**src/rtl/smef_pkg.sv**
```systemverilog
`default_nettype none

package smef_pkg;

   // Number of samples held in the sliding window.
   localparam int WINDOW = 5;

   localparam int SAMPLE_W = 16;
   localparam int GAIN_W   = 16;
   localparam int ACC_W    = 32;
   localparam int FRAC_W   = 16;

   // Age of a held sample: 0 for the newest, WINDOW-1 for the oldest.
   localparam int AGE_W = (WINDOW > 1) ? $clog2(WINDOW) : 1;
   localparam logic [AGE_W-1:0] AGE_OLDEST = AGE_W'(WINDOW - 1);

   localparam int MEDIAN_IDX = WINDOW / 2;

   localparam logic [GAIN_W-1:0] GAIN_RESET = GAIN_W'(6554);

   typedef logic signed [SAMPLE_W-1:0] sample_type;
   typedef logic [AGE_W-1:0]           age_type;

   // State that one cell of the sorted chain shows to its neighbors.
   typedef struct packed {
      logic       valid;
      logic       greater;   // not valid, or value above the incoming sample
      age_type    age;
      sample_type value;
   } cell_link_type;

endpackage

`default_nettype wire

```
**src/rtl/smef_cell.sv**
```systemverilog
`default_nettype none

module smef_cell (
   input  wire                       clock,
   input  wire                       reset,
   input  wire                       insert,
   input  wire smef_pkg::sample_type sample,
   input  wire smef_pkg::cell_link_type left_link,
   input  wire smef_pkg::cell_link_type right_link,
   input  wire                       removed_below,
   output smef_pkg::cell_link_type   self_link,
   output logic                      removed_through,
   output smef_pkg::sample_type      value_next,
   output logic                      valid_next
);

   logic                 valid_ff;
   logic                 valid_in;
   smef_pkg::sample_type value_ff;
   smef_pkg::sample_type value_in;
   smef_pkg::age_type    age_ff;
   smef_pkg::age_type    age_in;
   logic                 greater;
   logic                 remove_self;
   logic                 past_removal;
   logic                 cur_greater;
   logic                 prev_greater;
   smef_pkg::sample_type cur_value;
   smef_pkg::sample_type prev_value;
   smef_pkg::age_type    cur_age;
   smef_pkg::age_type    prev_age;

   assign greater      = !valid_ff || (value_ff > sample);
   assign remove_self  = valid_ff && (age_ff == smef_pkg::AGE_OLDEST);
   assign past_removal = removed_below || remove_self;

   assign self_link.valid   = valid_ff;
   assign self_link.greater = greater;
   assign self_link.age     = age_ff;
   assign self_link.value   = value_ff;

   assign removed_through = past_removal;

   // At or above the evicted entry the list is first closed up by one place,
   // so this cell sees its right neighbor as its own entry and itself (or,
   // for the evicted cell, its left neighbor) as the entry below.
   always_comb begin
      if (past_removal) begin
         cur_greater = right_link.greater;
         cur_value   = right_link.value;
         cur_age     = right_link.age;
         if (remove_self) begin
            prev_greater = left_link.greater;
            prev_value   = left_link.value;
            prev_age     = left_link.age;
         end else begin
            prev_greater = greater;
            prev_value   = value_ff;
            prev_age     = age_ff;
         end
      end else begin
         cur_greater  = greater;
         cur_value    = value_ff;
         cur_age      = age_ff;
         prev_greater = left_link.greater;
         prev_value   = left_link.value;
         prev_age     = left_link.age;
      end

      if (!cur_greater) begin
         value_in = cur_value;
         age_in   = cur_age + smef_pkg::age_type'(1);
      end else if (prev_greater) begin
         value_in = prev_value;
         age_in   = prev_age + smef_pkg::age_type'(1);
      end else begin
         value_in = sample;
         age_in   = '0;
      end

      valid_in = valid_ff || left_link.valid;
   end

   assign value_next = value_in;
   assign valid_next = valid_in;

   always_ff @(posedge clock) begin
      if (reset) begin
         valid_ff <= 1'b0;
      end else if (insert) begin
         valid_ff <= valid_in;
      end
   end

   always_ff @(posedge clock) begin
      if (insert) begin
         value_ff <= value_in;
         age_ff   <= age_in;
      end
   end

endmodule

`default_nettype wire

```
**src/rtl/smef_ema.sv**
```systemverilog
`default_nettype none

module smef_ema (
   input  wire                                 clock,
   input  wire                                 reset,
   input  wire                                 update,
   input  wire [smef_pkg::GAIN_W-1:0]          gain,
   input  wire smef_pkg::sample_type           sample,
   output smef_pkg::sample_type                smoothed_next
);

   logic signed [smef_pkg::ACC_W-1:0]                    acc_ff;
   logic signed [smef_pkg::ACC_W-1:0]                    acc_in;
   logic signed [smef_pkg::ACC_W:0]                      diff;
   logic signed [smef_pkg::GAIN_W:0]                     gain_s;
   logic signed [smef_pkg::ACC_W+smef_pkg::GAIN_W+1:0]   prod;
   logic signed [smef_pkg::ACC_W+smef_pkg::GAIN_W+1:0]   step;

   // The difference needs one bit beyond the accumulator; the arithmetic
   // shift of the product gives the floor of the scaled step.
   assign diff   = $signed({sample[smef_pkg::SAMPLE_W-1], sample, {smef_pkg::FRAC_W{1'b0}}})
                 - $signed({acc_ff[smef_pkg::ACC_W-1], acc_ff});
   assign gain_s = $signed({1'b0, gain});
   assign prod   = gain_s * diff;
   assign step   = prod >>> smef_pkg::FRAC_W;
   assign acc_in = acc_ff + step[smef_pkg::ACC_W-1:0];

   assign smoothed_next = acc_in[smef_pkg::ACC_W-1 -: smef_pkg::SAMPLE_W];

   always_ff @(posedge clock) begin
      if (reset) begin
         acc_ff <= '0;
      end else if (update) begin
         acc_ff <= acc_in;
      end
   end

endmodule

`default_nettype wire

```
**src/rtl/sliding_median_and_ema_filter_unit.sv**
```systemverilog
`default_nettype none

// Channel  Direction  Handshake              Payload
// req      in         req_valid/req_ready    req_sample
// rsp      out        rsp_valid/rsp_ready    rsp_median_valid, rsp_median_value,
//                                            rsp_smoothed_value
// csr      in         csr_valid/csr_ready    csr_smoothing_gain
//
// One item per cycle while the result is not stalled; its result appears in the cycle after the item is taken.
// The window is a sorted row of cells; one evicts the oldest entry and one
// takes the new sample in the same cycle, and the low-pass update is one
// multiply and add. Reset clears the cell valid bits, the accumulator and the
// gain (to 6554). A stalled result holds the output register; a new item is
// taken only when that register is empty or being emptied in the same cycle.

module sliding_median_and_ema_filter_unit (
   input  wire                              clock,
   input  wire                              reset,
   input  wire                              req_valid,
   output logic                             req_ready,
   input  wire signed [15:0]                req_sample,
   output logic                             rsp_valid,
   input  wire                              rsp_ready,
   output logic                             rsp_median_valid,
   output logic signed [15:0]               rsp_median_value,
   output logic signed [15:0]               rsp_smoothed_value,
   input  wire                              csr_valid,
   output logic                             csr_ready,
   input  wire [15:0]                       csr_smoothing_gain
);

   localparam int W = smef_pkg::WINDOW;

   logic                          accept;
   logic [smef_pkg::GAIN_W-1:0]   gain_ff;
   logic                          rsp_valid_ff;
   logic                          rsp_valid_in;
   logic                          median_valid_ff;
   smef_pkg::sample_type          median_value_ff;
   smef_pkg::sample_type          median_value_in;
   smef_pkg::sample_type          smoothed_ff;
   smef_pkg::sample_type          smoothed_next;

   smef_pkg::cell_link_type       links [W];
   smef_pkg::sample_type          values_next [W];
   logic [W-1:0]                  valids_next;
   logic [W:0]                    removed_chain;
   smef_pkg::cell_link_type       edge_low;
   smef_pkg::cell_link_type       edge_high;

   assign csr_ready = 1'b1;
   assign req_ready = !rsp_valid_ff || rsp_ready;
   assign accept    = req_valid && req_ready;

   // Below the first cell sits a filled slot that never exceeds the sample;
   // above the last sits an empty slot that always does.
   assign edge_low.valid    = 1'b1;
   assign edge_low.greater  = 1'b0;
   assign edge_low.age      = '0;
   assign edge_low.value    = '0;
   assign edge_high.valid   = 1'b0;
   assign edge_high.greater = 1'b1;
   assign edge_high.age     = '0;
   assign edge_high.value   = '0;

   assign removed_chain[0] = 1'b0;

   for (genvar i = 0; i < W; i++) begin : g_cell
      smef_pkg::cell_link_type left_link;
      smef_pkg::cell_link_type right_link;

      if (i == 0) begin : g_first
         assign left_link = edge_low;
      end else begin : g_mid_left
         assign left_link = links[i-1];
      end
      if (i == W - 1) begin : g_last
         assign right_link = edge_high;
      end else begin : g_mid_right
         assign right_link = links[i+1];
      end

      smef_cell u_cell (
         .clock           (clock),
         .reset           (reset),
         .insert          (accept),
         .sample          (req_sample),
         .left_link       (left_link),
         .right_link      (right_link),
         .removed_below   (removed_chain[i]),
         .self_link       (links[i]),
         .removed_through (removed_chain[i+1]),
         .value_next      (values_next[i]),
         .valid_next      (valids_next[i])
      );
   end

   smef_ema u_ema (
      .clock         (clock),
      .reset         (reset),
      .update        (accept),
      .gain          (gain_ff),
      .sample        (req_sample),
      .smoothed_next (smoothed_next)
   );

   assign median_value_in = valids_next[W-1] ? values_next[smef_pkg::MEDIAN_IDX] : '0;
   assign rsp_valid_in    = accept || (rsp_valid_ff && !rsp_ready);

   always_ff @(posedge clock) begin
      if (reset) begin
         gain_ff      <= smef_pkg::GAIN_RESET;
         rsp_valid_ff <= 1'b0;
      end else begin
         if (csr_valid && csr_ready) begin
            gain_ff <= csr_smoothing_gain;
         end
         rsp_valid_ff <= rsp_valid_in;
      end
   end

   always_ff @(posedge clock) begin
      if (accept) begin
         median_valid_ff <= valids_next[W-1];
         median_value_ff <= median_value_in;
         smoothed_ff     <= smoothed_next;
      end
   end

   assign rsp_valid          = rsp_valid_ff;
   assign rsp_median_valid   = median_valid_ff;
   assign rsp_median_value   = median_value_ff;
   assign rsp_smoothed_value = smoothed_ff;

`ifndef ASSERT_OFF
   logic [W-1:0] cell_valid;
   logic [W-1:0] cell_oldest;

   for (genvar k = 0; k < W; k++) begin : g_chk
      assign cell_valid[k]  = links[k].valid;
      assign cell_oldest[k] = links[k].valid && (links[k].age == smef_pkg::AGE_OLDEST);
   end

   // Filled cells always form an unbroken run from the low end.
   a_fill_prefix: assert property (@(posedge clock) disable iff (reset)
      ((cell_valid + W'(1)) & cell_valid) == '0)
      else $error("cell valid bits are not a prefix");

   a_one_oldest: assert property (@(posedge clock) disable iff (reset)
      $onehot0(cell_oldest))
      else $error("more than one oldest entry in the window");

   a_full_evicts: assert property (@(posedge clock) disable iff (reset)
      cell_valid[W-1] |-> $onehot(cell_oldest))
      else $error("full window without exactly one oldest entry");

   a_result_follows: assert property (@(posedge clock) disable iff (reset)
      accept |=> rsp_valid_ff)
      else $error("accepted item gave no result");
`endif

endmodule

`default_nettype wire
```
**config.mk**
```make
export PLATFORM = sky130hd
export DESIGN_NAME = sliding_median_and_ema_filter_unit
export DESIGN_NICKNAME = d
export VERILOG_FILES = /design/src/rtl/smef_pkg.sv /design/src/rtl/smef_cell.sv /design/src/rtl/smef_ema.sv /design/src/rtl/sliding_median_and_ema_filter_unit.sv
export SDC_FILE = /design/constraint.sdc
export NUM_CORES = 2
export LEC_CHECK = 0
export ABC_CLOCK_PERIOD_IN_PS = 28100
export BUFFER_PORTS_ARGS = -buffer_cell sky130_fd_sc_hd__buf_2
export CORE_ASPECT_RATIO = 0.5
export CORE_MARGIN = 2
export CORE_UTILIZATION = 30
export CTS_BUF_LIST = sky130_fd_sc_hd__clkbuf_4 sky130_fd_sc_hd__clkbuf_8 sky130_fd_sc_hd__clkbuf_16
export CTS_CLUSTER_DIAMETER = 100
export DETAILED_ROUTE_END_ITERATION = 12
export GPL_TIMING_DRIVEN = 0
export PLACE_DENSITY = 0.43
export SYNTH_ARGS = -nofsm -noshare
export SYNTH_HDL_FRONTEND = slang
export SYNTH_SLANG_ARGS = --single-unit
```
**constraint.sdc**
```tcl
create_clock -name clock -period 28.1 [get_ports clock]
set_clock_uncertainty 0.1 [all_clocks]
set_input_delay 2.81 -clock clock [delete_from_list [all_inputs] [get_ports clock]]
set_output_delay 2.81 -clock clock [all_outputs]
set_load 0.05 [all_outputs]
```
==> flow_summary.json <==
{
  "cts.repair.resized": 0,
  "cp_common_cell": "fa_1",
  "yosys_warnings": 0,
  "first_pass_iters": 6,
  "slowest_delay_ps": 900,
  "ios": 73,
  "hold_viol_final": 0,
  "end_kind": "flop",
  "drtIter0Drc": 1449,
  "syn_inst": 3433,
  "worst_hold_path_type": "reg2reg",
  "grt_pass1_vias": 25440,
  "crit_arrival_ps": 15750,
  "holdPathEnd": "u_ema.acc_ff[23]",
  "async_flop_share_pct": 0,
  "netlist.area_leader.share_pct": 31.71,
  "routed-via-count": 23890,
  "path_class": "in2reg",
  "finalMaxSlewViolations": 0,
  "netlist_area_um2": 30940,
  "cp_max_fo": 12,
  "cts_buffers": 17,
  "cp.depth": 38,
  "grtUsageMet3_pct": 2.288,
  "drv_cap": 0,
  "grt_pass1_wl_mm": 158.4,
  "grt.met2_usage_pct": 33.88,
  "multi_input_area_um2": 22890,
  "timing.rr.end": "u_ema.acc_ff[31]",
  "clk_pin_slew_ps": 90,
  "setup.worst_path.start_class": "input port",
  "cts.sink_count": 182,
  "setup_tns_ps": 0,
  "finish.utilization_pct": 32.93,
  "reg2reg_from": "u_ema.acc_ff[0]",
  "grt_start_max_net_pins": 37,
  "clockBufferDepth": 2,
  "grt.total_usage_pct": 19.89,
  "synth_flop_cell": "edfxtp_1",
  "start_util_pct": 30.21,
  "drcViolationCount": 0,
  "routed_wl_mm": 102.7,
  "use_met1_pct": 27.16,
  "layout_common_cells": "675 x inv_1, 490 x fa_1, 419 x nand2_1",
  "layout_setup_ws_ps": 12650,
  "fp.dieH_um": 231.1,
  "die_w_um": 458.2,
  "ant_nets": 0,
  "viasPerCell": 4.873,
  "post_cts_buffers": 0,
  "register_area_um2": 4925,
  "reg2reg_depth": 42,
  "worst_slew_pin_slew_ps": 1380,
  "fin_crit_ps": 15450,
  "syn_to_final_growth_pct": 8.990,
  "max_freq_mhz": 64.72,
  "wl_per_cell_um": 20.95,
  "slew_headroom_pct": 7.321,
  "syn-num-nets": 4213,
  "fin_nets": 4307,
  "io_buffers": 70,
  "cts_root_buf": "clkbuf_16",
  "antenna_found_initial": 5,
  "drive_gt1_share_pct": 4.407,
  "min_from": "u_ema.acc_ff[23]",
  "gr-total-overflow": 0,
  "cts_tree": "done",
  "cp_top_family": "adder cells",
  "grt_busiest_layer": "met2",
  "status": "complete, no violations",
  "cpMaxStageDelayCell": "xnor2_1",
  "rows": 83,
  "yosys-top-cells-area": "fa_1 32%, edfxtp_1 12%, ha_1 10%, inv_1 8.2%, nand2_1 5.1%",
  "min_path_cells": 2,
  "cp.required_ps": 28400,
  "avgSynthCellArea_um2": 9.012,
  "dp_slack_ps": 12440,
  "fillerInstances": 10860,
  "clk_latency_ps": 510,
  "holdBufCountCts": 0,
  "die-area_um2": 105900,
  "ys_seq_area_share_pct": 15.92,
  "final_common_cell": "inv_1",
  "gp_congestion": 0.8822,
  "cp_num_buf_inv": 5,
  "synth_edf_count": 128,
  "core_um2": 102400,
  "synth_cell_type_count": 82,
  "place_hpwl_mm": 86.59,
  "yosysTopAreaCell": "fa_1",
  "grt_setup_unrepaired": "false",
  "setup_violations": 0,
  "htree_levels": 4,
  "period_share_pct": 54.98,
  "r2r_slack_ps": 13870,
  "synth_seq_cells": 182
}
[worst min-delay path, cell delays in order, from the launching register on]
cell,delay (ps)
dfxtp_1,340
nand2_1,60
a21oi_1,60
[sequential cells by signal (all words and copies together), names as in the netlist]
name and flops:
gain_ff 16, rsp_median_valid 1, g_cell.u_cell.value_ff 80, rsp_median_value 16
g_cell.u_cell.age_ff 15, g_cell.u_cell.valid_ff 5, rsp_valid 1, rsp_smoothed_value 16
u_ema.acc_ff 32
[routing by layer]
metal	vias up	part of all wire [%]
met2	515	48
met4	2	2.0
met3	93	4.2
li1	11130	-
met1	12150	46
met5	-	0.0097
[synthesized netlist by cell type (16+ instances only)]
| library cell | instances |
|---|---|
| mux2i_1 | 94 |
| fa_1 | 490 |
| nand3_1 | 37 |
| nor3_1 | 40 |
| o211ai_1 | 22 |
| a21o_1 | 53 |
| o311ai_0 | 16 |
| o21ai_0 | 56 |
| nor2_1 | 149 |
| edfxtp_1 | 128 |
| ha_1 | 253 |
| xnor2_1 | 70 |
| a31oi_1 | 24 |
| nand4_1 | 21 |
| and2_1 | 238 |
| nand2_1 | 419 |
| a21oi_1 | 155 |
| and3_1 | 45 |
| dfxtp_1 | 54 |
| o21a_1 | 26 |
| o22ai_1 | 16 |
| xor2_1 | 31 |
| a211o_1 | 18 |
| clkbuf_1 | 118 |
| inv_1 | 675 |
[how the worst max path moves through the flow]
stage / slack [ps] / end / start
5_1_grt: 12260 / u_ema.acc_ff[31] / req_sample[2]
3_3_place_gp: 12480 / u_ema.acc_ff[31] / req_sample[0]
3_5_place_dp: 12440 / u_ema.acc_ff[31] / req_sample[0]
2_1_floorplan: 15820 / u_ema.acc_ff[31] / req_sample[2]
4_1_cts: 12920 / u_ema.acc_ff[31] / req_sample[0]
6_report: 12650 / u_ema.acc_ff[31] / req_sample[0]
[layout make-up]
type / instances / share of cell area [%]
buffer: 146 / 1.785
antenna: 3 / 0.02226
clock inverter: 14 / 0.5417
tap: 1360 / 5.046
timing repair buffer: 75 / 1.280
clock buffer: 18 / 1.302
sequential: 182 / 14.60
multi-input combinational: 2429 / 67.89
inverter: 676 / 7.525
[per-stage QoR]
| stage | hold WS, ps | cells | cell area (µm²) |
|---|---|---|---|
| after floorplan | 353.6 | 3433 | 30940 |
| after global placement | 368.5 | 4863 | 32990 |
| after detailed placement | 376.6 | 4868 | 33090 |
| after CTS | 389.1 | 4900 | 33710 |
| after global routing | 427.4 | 4900 | 33710 |
| final | 394.7 | 4903 | 33720 |
[cell families (layout without fill, tap and decap cells)]
logic type               count (synthesis)  count (layout)  share of synthesized area, %
buffers and inverters                  822             929                         10.14
AO/OA/AOI/OAI                          468             468                         9.953
adder cells (fa/ha/maj)                743             743                         41.94
AND/OR/NAND/NOR                       1015            1015                         15.81
XOR/XNOR                               104             104                         3.037
flip-flops                             182             182                         15.92
other                                    1               4                       0.01212
multiplexers                            98              98                         3.187
Power is not shown: default switching activity piles up to over one toggle a cycle in this logic, so the estimate is an artifact.
